## src/design/nir_pkg.sv

```systemverilog
package nir_pkg;

    localparam int ID_W   = 16;
    localparam int ADDR_W = 16;
    localparam int TLEN_W = 16;
    localparam int PLEN_W = 6;
    localparam int TMO_W  = 12;
    localparam int EXP_W  = 17;

    localparam logic [PLEN_W-1:0] MAX_PAYLOAD = 6'd32;
    localparam logic [TMO_W-1:0]  TMO_RESET   = 12'd16;
    localparam logic              REQ_TICK    = 1'b1;

    typedef enum logic {
        PH_WAIT = 1'b0,
        PH_RECV = 1'b1
    } phase_t;

    typedef struct packed {
        logic              is_tick;
        logic [ID_W-1:0]   id;
        logic [ADDR_W-1:0] addr;
        logic              addr_zero;
        logic [TLEN_W-1:0] tlen;
        logic [PLEN_W-1:0] plen;
    } item_t;

    typedef struct packed {
        logic              write_en;
        logic [ADDR_W-1:0] write_addr;
        logic [PLEN_W-1:0] write_len;
        logic              nack_en;
        logic [ADDR_W-1:0] nack_addr;
        logic              image_done;
    } res_t;

endpackage

```

## src/design/nack_image_receiver.sv

```systemverilog
// channel | dir | handshake          | payload
// input   | in  | push / full        | req_type pkt_id pkt_addr pkt_total_len pkt_payload_len
// result  | out | pop / empty        | write_en write_addr write_len nack_en nack_addr image_done
// config  | in  | cfg_valid / ready  | cfg_data (retry timeout)
//
// One word per cycle sustained while the result queue has room; a word's result
// enters the result queue at the edge at which the back stage pops it from the
// front queue and updates the receiver state from it.
// Reset clears both queues and the receiver state; the timeout resets to 16.
// A stalled result side fills the result queue, then the front queue, then
// raises full. cfg_ready is always high.
module nack_image_receiver #(
    parameter int FRONT_DEPTH = 2,
    parameter int OUT_DEPTH   = 2
) (
    input  logic                       clk,
    input  logic                       rst_n,
    input  logic                       push,
    output logic                       full,
    input  logic                       req_type,
    input  logic [nir_pkg::ID_W-1:0]   pkt_id,
    input  logic [nir_pkg::ADDR_W-1:0] pkt_addr,
    input  logic [nir_pkg::TLEN_W-1:0] pkt_total_len,
    input  logic [nir_pkg::PLEN_W-1:0] pkt_payload_len,
    output logic                       empty,
    input  logic                       pop,
    output logic                       write_en,
    output logic [nir_pkg::ADDR_W-1:0] write_addr,
    output logic [nir_pkg::PLEN_W-1:0] write_len,
    output logic                       nack_en,
    output logic [nir_pkg::ADDR_W-1:0] nack_addr,
    output logic                       image_done,
    input  logic                       cfg_valid,
    output logic                       cfg_ready,
    input  logic [nir_pkg::TMO_W-1:0]  cfg_data
);

    nir_pkg::item_t front_item;
    nir_pkg::item_t back_item;
    nir_pkg::res_t  back_res;
    nir_pkg::res_t  out_res;
    logic           fq_push;
    logic           fq_full;
    logic           fq_empty;
    logic           fq_pop;
    logic           oq_push;
    logic           oq_full;

    assign cfg_ready = 1'b1;

    nir_front u_front (
        .push            (push),
        .full            (full),
        .req_type        (req_type),
        .pkt_id          (pkt_id),
        .pkt_addr        (pkt_addr),
        .pkt_total_len   (pkt_total_len),
        .pkt_payload_len (pkt_payload_len),
        .q_push          (fq_push),
        .q_full          (fq_full),
        .item            (front_item)
    );

    nir_fifo #(
        .T     (nir_pkg::item_t),
        .DEPTH (FRONT_DEPTH)
    ) u_front_q (
        .clk   (clk),
        .rst_n (rst_n),
        .push  (fq_push),
        .din   (front_item),
        .full  (fq_full),
        .pop   (fq_pop),
        .dout  (back_item),
        .empty (fq_empty)
    );

    nir_back u_back (
        .clk       (clk),
        .rst_n     (rst_n),
        .cfg_valid (cfg_valid & cfg_ready),
        .cfg_data  (cfg_data),
        .in_valid  (~fq_empty),
        .item      (back_item),
        .in_pop    (fq_pop),
        .out_full  (oq_full),
        .out_push  (oq_push),
        .res       (back_res)
    );

    nir_fifo #(
        .T     (nir_pkg::res_t),
        .DEPTH (OUT_DEPTH)
    ) u_out_q (
        .clk   (clk),
        .rst_n (rst_n),
        .push  (oq_push),
        .din   (back_res),
        .full  (oq_full),
        .pop   (pop),
        .dout  (out_res),
        .empty (empty)
    );

    assign write_en   = out_res.write_en;
    assign write_addr = out_res.write_addr;
    assign write_len  = out_res.write_len;
    assign nack_en    = out_res.nack_en;
    assign nack_addr  = out_res.nack_addr;
    assign image_done = out_res.image_done;

    a_done_no_nack: assert property (@(posedge clk) disable iff (!rst_n)
        !empty |-> !(nack_en && image_done))
        else $error("nack and done in one word");

    a_idle_write: assert property (@(posedge clk) disable iff (!rst_n)
        (!empty && !write_en) |-> (write_addr == '0 && write_len == '0))
        else $error("write fields not cleared");

    a_write_len: assert property (@(posedge clk) disable iff (!rst_n)
        (!empty && write_en) |-> (write_len != '0 && write_len <= nir_pkg::MAX_PAYLOAD))
        else $error("bad write length");

    a_back_stall: assert property (@(posedge clk) disable iff (!rst_n)
        oq_full |-> !fq_pop)
        else $error("back stage advanced into full result queue");

endmodule

```

## src/design/nir_fifo.sv

```systemverilog
module nir_fifo #(
    parameter type T     = logic,
    parameter int  DEPTH = 2
) (
    input  logic clk,
    input  logic rst_n,
    input  logic push,
    input  T     din,
    output logic full,
    input  logic pop,
    output T     dout,
    output logic empty
);

    localparam int PTR_W = $clog2(DEPTH);
    localparam int CNT_W = $clog2(DEPTH + 1);
    localparam logic [PTR_W-1:0] LAST = PTR_W'(DEPTH - 1);
    localparam logic [CNT_W-1:0] FULL_CNT = CNT_W'(DEPTH);

    T mem [DEPTH];
    logic [PTR_W-1:0] wr_ptr_reg, wr_ptr_next;
    logic [PTR_W-1:0] rd_ptr_reg, rd_ptr_next;
    logic [CNT_W-1:0] count_reg, count_next;
    logic do_push;
    logic do_pop;

    assign full    = (count_reg == FULL_CNT);
    assign empty   = (count_reg == '0);
    assign do_push = push & ~full;
    assign do_pop  = pop & ~empty;
    assign dout    = mem[rd_ptr_reg];

    always_comb
    begin
        wr_ptr_next = wr_ptr_reg;
        rd_ptr_next = rd_ptr_reg;
        count_next  = count_reg;
        if (do_push)
        begin
            wr_ptr_next = (wr_ptr_reg == LAST) ? '0 : wr_ptr_reg + 1'b1;
        end
        if (do_pop)
        begin
            rd_ptr_next = (rd_ptr_reg == LAST) ? '0 : rd_ptr_reg + 1'b1;
        end
        if (do_push && !do_pop)
        begin
            count_next = count_reg + 1'b1;
        end
        else if (!do_push && do_pop)
        begin
            count_next = count_reg - 1'b1;
        end
    end

    always_ff @(posedge clk or negedge rst_n)
    begin
        if (!rst_n)
        begin
            wr_ptr_reg <= '0;
            rd_ptr_reg <= '0;
            count_reg  <= '0;
        end
        else
        begin
            wr_ptr_reg <= wr_ptr_next;
            rd_ptr_reg <= rd_ptr_next;
            count_reg  <= count_next;
        end
    end

    always_ff @(posedge clk)
    begin
        if (do_push)
        begin
            mem[wr_ptr_reg] <= din;
        end
    end

endmodule

```

## src/design/nir_front.sv

```systemverilog
module nir_front (
    input  logic                       push,
    output logic                       full,
    input  logic                       req_type,
    input  logic [nir_pkg::ID_W-1:0]   pkt_id,
    input  logic [nir_pkg::ADDR_W-1:0] pkt_addr,
    input  logic [nir_pkg::TLEN_W-1:0] pkt_total_len,
    input  logic [nir_pkg::PLEN_W-1:0] pkt_payload_len,
    output logic                       q_push,
    input  logic                       q_full,
    output nir_pkg::item_t             item
);

    assign full   = q_full;
    assign q_push = push & ~q_full;

    always_comb
    begin
        item.is_tick   = (req_type == nir_pkg::REQ_TICK);
        item.id        = pkt_id;
        item.addr      = pkt_addr;
        item.addr_zero = (pkt_addr == '0);
        item.tlen      = pkt_total_len;
        // clamp oversized payload length
        item.plen      = (pkt_payload_len > nir_pkg::MAX_PAYLOAD) ?
                         nir_pkg::MAX_PAYLOAD : pkt_payload_len;
    end

endmodule

```

## src/design/nir_back.sv

```systemverilog
module nir_back (
    input  logic                      clk,
    input  logic                      rst_n,
    input  logic                      cfg_valid,
    input  logic [nir_pkg::TMO_W-1:0] cfg_data,
    input  logic                      in_valid,
    input  nir_pkg::item_t            item,
    output logic                      in_pop,
    input  logic                      out_full,
    output logic                      out_push,
    output nir_pkg::res_t             res
);

    nir_pkg::phase_t               phase_reg, phase_next;
    logic [nir_pkg::ID_W-1:0]      cur_id_reg, cur_id_next;
    logic [nir_pkg::EXP_W-1:0]     exp_reg, exp_next;
    logic [nir_pkg::TLEN_W-1:0]    total_reg, total_next;
    logic [nir_pkg::TMO_W-1:0]     cd_reg, cd_next;
    logic [nir_pkg::TMO_W-1:0]     tmo_reg;

    logic                          fire;
    logic                          start_new;
    logic                          stale_nack;
    logic                          start;
    logic                          start_empty;
    logic                          proc;
    logic                          tick_evt;
    logic                          tick_nack;
    logic                          hit;
    logic                          wr;
    logic                          ahead;
    logic                          finish;
    logic [nir_pkg::EXP_W-1:0]     base;
    logic [nir_pkg::EXP_W-1:0]     base_tlen;
    logic [nir_pkg::EXP_W-1:0]     addr_x;
    logic [nir_pkg::EXP_W-1:0]     exp_new;

    assign fire     = in_valid & ~out_full;
    assign in_pop   = fire;
    assign out_push = fire;

    // decode
    always_comb
    begin
        addr_x      = {1'b0, item.addr};
        start_new   = (phase_reg == nir_pkg::PH_WAIT) && !item.is_tick &&
                      (item.id > cur_id_reg);
        stale_nack  = start_new && !item.addr_zero;
        start       = start_new && item.addr_zero;
        start_empty = start && (item.tlen == '0);
        proc        = (start && !start_empty) ||
                      ((phase_reg == nir_pkg::PH_RECV) && !item.is_tick &&
                       (item.id == cur_id_reg));
        tick_evt    = (phase_reg == nir_pkg::PH_RECV) && item.is_tick;
        tick_nack   = tick_evt && (cd_reg <= nir_pkg::TMO_W'(1));
        base        = start ? '0 : exp_reg;
        base_tlen   = start ? {1'b0, item.tlen} : {1'b0, total_reg};
        hit         = proc && (addr_x == base);
        wr          = hit && (item.plen != '0);
        ahead       = proc && !hit && (addr_x > base);
        exp_new     = wr ? base + nir_pkg::EXP_W'(item.plen) : base;
        finish      = proc && !(exp_new < base_tlen);
    end

    // next state
    always_comb
    begin
        phase_next  = phase_reg;
        cur_id_next = cur_id_reg;
        exp_next    = exp_reg;
        total_next  = total_reg;
        cd_next     = cd_reg;
        if (stale_nack)
        begin
            exp_next = '0;
        end
        if (start)
        begin
            cur_id_next = item.id;
            total_next  = item.tlen;
            exp_next    = '0;
        end
        if (proc)
        begin
            exp_next = exp_new;
            if (finish)
            begin
                phase_next = nir_pkg::PH_WAIT;
            end
            else
            begin
                phase_next = nir_pkg::PH_RECV;
                cd_next    = tmo_reg;
            end
        end
        if (tick_evt)
        begin
            cd_next = tick_nack ? tmo_reg : cd_reg - 1'b1;
        end
    end

    // result
    always_comb
    begin
        res            = '0;
        res.write_en   = wr;
        res.image_done = start_empty || finish;
        if (wr)
        begin
            res.write_addr = base[nir_pkg::ADDR_W-1:0];
            res.write_len  = item.plen;
        end
        if (stale_nack)
        begin
            res.nack_en = 1'b1;
        end
        else if (ahead)
        begin
            res.nack_en   = 1'b1;
            res.nack_addr = base[nir_pkg::ADDR_W-1:0];
        end
        else if (tick_nack)
        begin
            res.nack_en   = 1'b1;
            res.nack_addr = exp_reg[nir_pkg::ADDR_W-1:0];
        end
    end

    always_ff @(posedge clk or negedge rst_n)
    begin
        if (!rst_n)
        begin
            phase_reg  <= nir_pkg::PH_WAIT;
            cur_id_reg <= '0;
            exp_reg    <= '0;
            total_reg  <= '0;
            cd_reg     <= '0;
            tmo_reg    <= nir_pkg::TMO_RESET;
        end
        else
        begin
            if (cfg_valid)
            begin
                tmo_reg <= cfg_data;
            end
            if (fire)
            begin
                phase_reg  <= phase_next;
                cur_id_reg <= cur_id_next;
                exp_reg    <= exp_next;
                total_reg  <= total_next;
                cd_reg     <= cd_next;
            end
        end
    end

endmodule

```

## config.mk

```make
export PLATFORM = sky130hd
export DESIGN_NAME = nack_image_receiver
export DESIGN_NICKNAME = d
export VERILOG_FILES = /design/src/design/nir_pkg.sv /design/src/design/nack_image_receiver.sv /design/src/design/nir_fifo.sv /design/src/design/nir_front.sv /design/src/design/nir_back.sv
export SDC_FILE = /design/constraint.sdc
export NUM_CORES = 1
export LEC_CHECK = 0
export BUFFER_PORTS_ARGS = -buffer_cell sky130_fd_sc_hd__buf_2
export CORE_UTILIZATION = 60
export DETAILED_ROUTE_END_ITERATION = 12
export PLACE_DENSITY = 0.8
export RECOVER_POWER = 50
export SLEW_MARGIN = 20
export SYNTH_ARGS = -nofsm -noshare
export SYNTH_HDL_FRONTEND = slang
export SYNTH_SLANG_ARGS = --single-unit
export TNS_END_PERCENT = 5
```

## constraint.sdc

```tcl
create_clock -name clk -period 17.39 [get_ports clk]
set_input_delay 0.8695 -clock clk [delete_from_list [all_inputs] [get_ports clk]]
set_output_delay 0.8695 -clock clk [all_outputs]
set_load 0.1 [all_outputs]
```

==> qor.yml <==
hold_buffers: 0
cts_setup_buffers: 0
cts_tree: "done"
rsz0062_at_grt: "false"
synthMuxAreaShare: 0.09360
synth-xor-area-share: 0.01802
diodes: 0
crit_slowest_cell: "clkbuf_1"
die_w_um: 149.9
reg2reg_depth: 31
p_per_area_mw_per_mm2: 205.5
crit_end: "u_back.cd_reg[2]"
largest_reg_flops: 112
post_drt_wl_per_cell_um: 19.09
ir_drop_uv: 112.9
multiInputGateArea_mm2: 0.004964
cpLargestDelayFamily: "simple AND/OR/NAND/NOR gates"
synth-warning-count: 0
postRouteAntennaNets: 0
place_area_mm2: 0.01399
fin_hold_ws_ns: 0.4962
syn_avg_cell_area_um2: 12.47
slowest_delay_ns: 2.61
crit_start: "u_front_q.rd_ptr_reg"
ctsHtreeMaxLevel: 1
min_path_type: "reg -> reg"
antenna_found_initial: 0
vias: 8734
pin_count: 116
drt-total-wl_mm: 27.92
finalSetupTns_ns: 0
fillers: 1487
cts.sinks: 276
die_h_um: 149.9
slew_violations: 310
track_usage: 0.2538
path_buf_inv: 2
synthArstFlopShare: 0.2971
rr_startpoint: "u_front_q.rd_ptr_reg"
fin_crit_ns: 10.74
finalSetupViolCount: 0
leakage_nw: 5.704
fin_nets: 1294
worst-slew-pin-transition_ns: 3.716
syn_nets: 1180
fin_area_mm2: 0.01488
clockRootBuffer: "clkbuf_16"
synth_flop_cell: "edfxtp_1"
die-area_mm2: 0.02247
worstSkewPairLatency_ns: 0.53
post-dp-hpwl_mm: 19.48
outcome: "finished with violations"
start_kind: "register"
post-place-cells: 1412
clockBufferDepth: 3
seqCellArea_mm2: 0.007880
grt-ovfl-total: 0
skew_ns: 0.01738
cp.arrival_ns: 11.15
synthToLayoutAreaGrowth_pct: 13.34
grt_pass1_vias: 8406
gp_congestion: 0.9418
max_freq_mhz: 93.08
failed_checks: "capacitance limit, slew limit"
min_period_over_period: 0.6178
path_max_fanout: 62
grt_max_degree: 65
critical_path_depth: 31
critPathCaptureType: "register"
layoutNonFillerInstCount: 1462
syn_area_mm2: 0.01313
numCtsBuffers: 27
cpMostUsedCell: "ha_1"
dr.pass1.iters: 5
ctsResizeCount: 0
reg2reg_to: "u_back.cd_reg[2]"
port_buffers: 114
netlist_instances: 1053
critPathKind: "reg -> reg"
rrSetupSlack_ns: 6.65
slew_headroom: -1.477
yosys.area_share.simple: 0.1181
avgViaCountPerCell: 5.974
synth_compound_area_frac: 0.09198
synth_cell_type_count: 75
ys_seq_area_frac: 0.6002
synth_adder_area_share: 0.05319
cap_violations: 6
core_mm2: 0.02122
hold_viol: 0
cp.required_ns: 17.80
drtIter0Drc: 555
grt_pass1_wl_mm: 44.00
drc: 0
final_layout_size_suffix_gt1_frac: 0.2056
synth_edf_count: 194
rows: 53
synth_top_family_by_area: "simple AND/OR/NAND/NOR gates"
initial_utilization: 0.6186
ys_ff_latch: 276
clk_pin_slew_ns: 0.06
stage by stage:
step / setup slack (ns) / total power [W] / utilization
after global routing: 5.848 / 0.003207 / 0.7011
final: 6.646 / 0.003057 / 0.7011
after detailed placement: 8.790 / 0.002447 / 0.6595
after CTS: 8.751 / 0.003053 / 0.7029
after global placement: 8.974 / 0.002418 / 0.6595
after floorplan: 9.428 / 0.002170 / -
placed cells by master (no fill, tap or decap), types with 4 or more instances in the layout:
master	count
clkbuf_1	39
edfxtp_1	194
xor2_1	10
nor2_1	91
mux2_2	85
a21o_1	8
or3_1	4
a32oi_1	4
ha_1	55
clkinv_2	6
nor2_4	4
mux2i_1	26
a31oi_1	7
nor3_1	11
and4_1	4
nor4_1	21
clkbuf_16	27
dfrtp_1	80
bufinv_16	4
nor2b_1	25
inv_1	43
nand2b_1	10
nand2_1	85
xnor2_1	17
o32a_1	4
nand4_1	15
o21ai_0	48
nand3_1	18
buf_2	85
a21oi_1	62
a22o_1	9
cell families after synthesis:
kind of cell,count (synthesis)
other,1
and+or+nand+nor,312
xor gates and xnor gates,27
adders and majority gates,56
AOI/OAI and AO/OA,186
muxes,112
DFF,276
buffers and inverters,83
power by group:
| part | leakage, nW | internal, W | total [W] | switching [W] |
|---|---|---|---|---|
| sequential | 2.81 | 0.000974 | 0.00105 | 0.0000810 |
| combinational | 2.44 | 0.000378 | 0.00141 | 0.00103 |
| clock | 0.446 | 0.000357 | 0.000597 | 0.000239 |
| total | 5.70 | 0.00171 | 0.00306 | 0.00135 |
per-layer routing:
layer  share of wire  wire length [um]  GRT usage  vias up
met5               0                 0          0        -
met4           0.029               802    0.08384        0
met3           0.065              1823    0.04177       54
met2            0.47             13210     0.4123      317
met1            0.43             12080     0.3492     4210
li1                -                 -          -     4153
Yosys cell counts, types with 25 or more instances:
master,n,area share
a21oi_1,62,0.024
mux2_2,86,0.074
inv_1,43,0.012
nand2_1,85,0.024
dfrtp_1,81,0.15
mux2i_1,26,0.020
ha_1,55,0.052
o21ai_0,48,0.018
edfxtp_1,194,0.44
clkbuf_1,26,0.0074
nor2b_1,25,0.012
nor2_1,95,0.027
cell type report:
| class | count | area share |
|---|---|---|
| inverter | 44 | 0.01118 |
| sequential | 276 | 0.5296 |
| clock buffer | 33 | 0.04894 |
| tap | 275 | 0.02313 |
| timing repair buffer | 124 | 0.04053 |
| multi-input combinational | 694 | 0.3336 |
| clock inverter | 16 | 0.01295 |
worst min path at each step:
| stage | slack (ns) | cells after the start | from | to |
|---|---|---|---|---|
| 5_1_grt | 0.50 | 1 | u_front_q.count_reg[1] | u_front_q.count_reg[1] |
| 4_1_cts | 0.21 | 1 | rst_n | u_front_q.count_reg[0] |
| 6_report | 0.50 | 1 | u_front_q.count_reg[1] | u_front_q.count_reg[1] |
| 2_1_floorplan | 0.45 | 2 | u_back.exp_reg[0] | u_back.exp_reg[0] |
| 3_3_place_gp | 0.49 | 2 | u_back.exp_reg[0] | u_back.exp_reg[0] |
| 3_5_place_dp | 0.48 | 2 | u_back.exp_reg[0] | u_back.exp_reg[0] |
No activity file was read; power rests on OpenSTA's default activity.
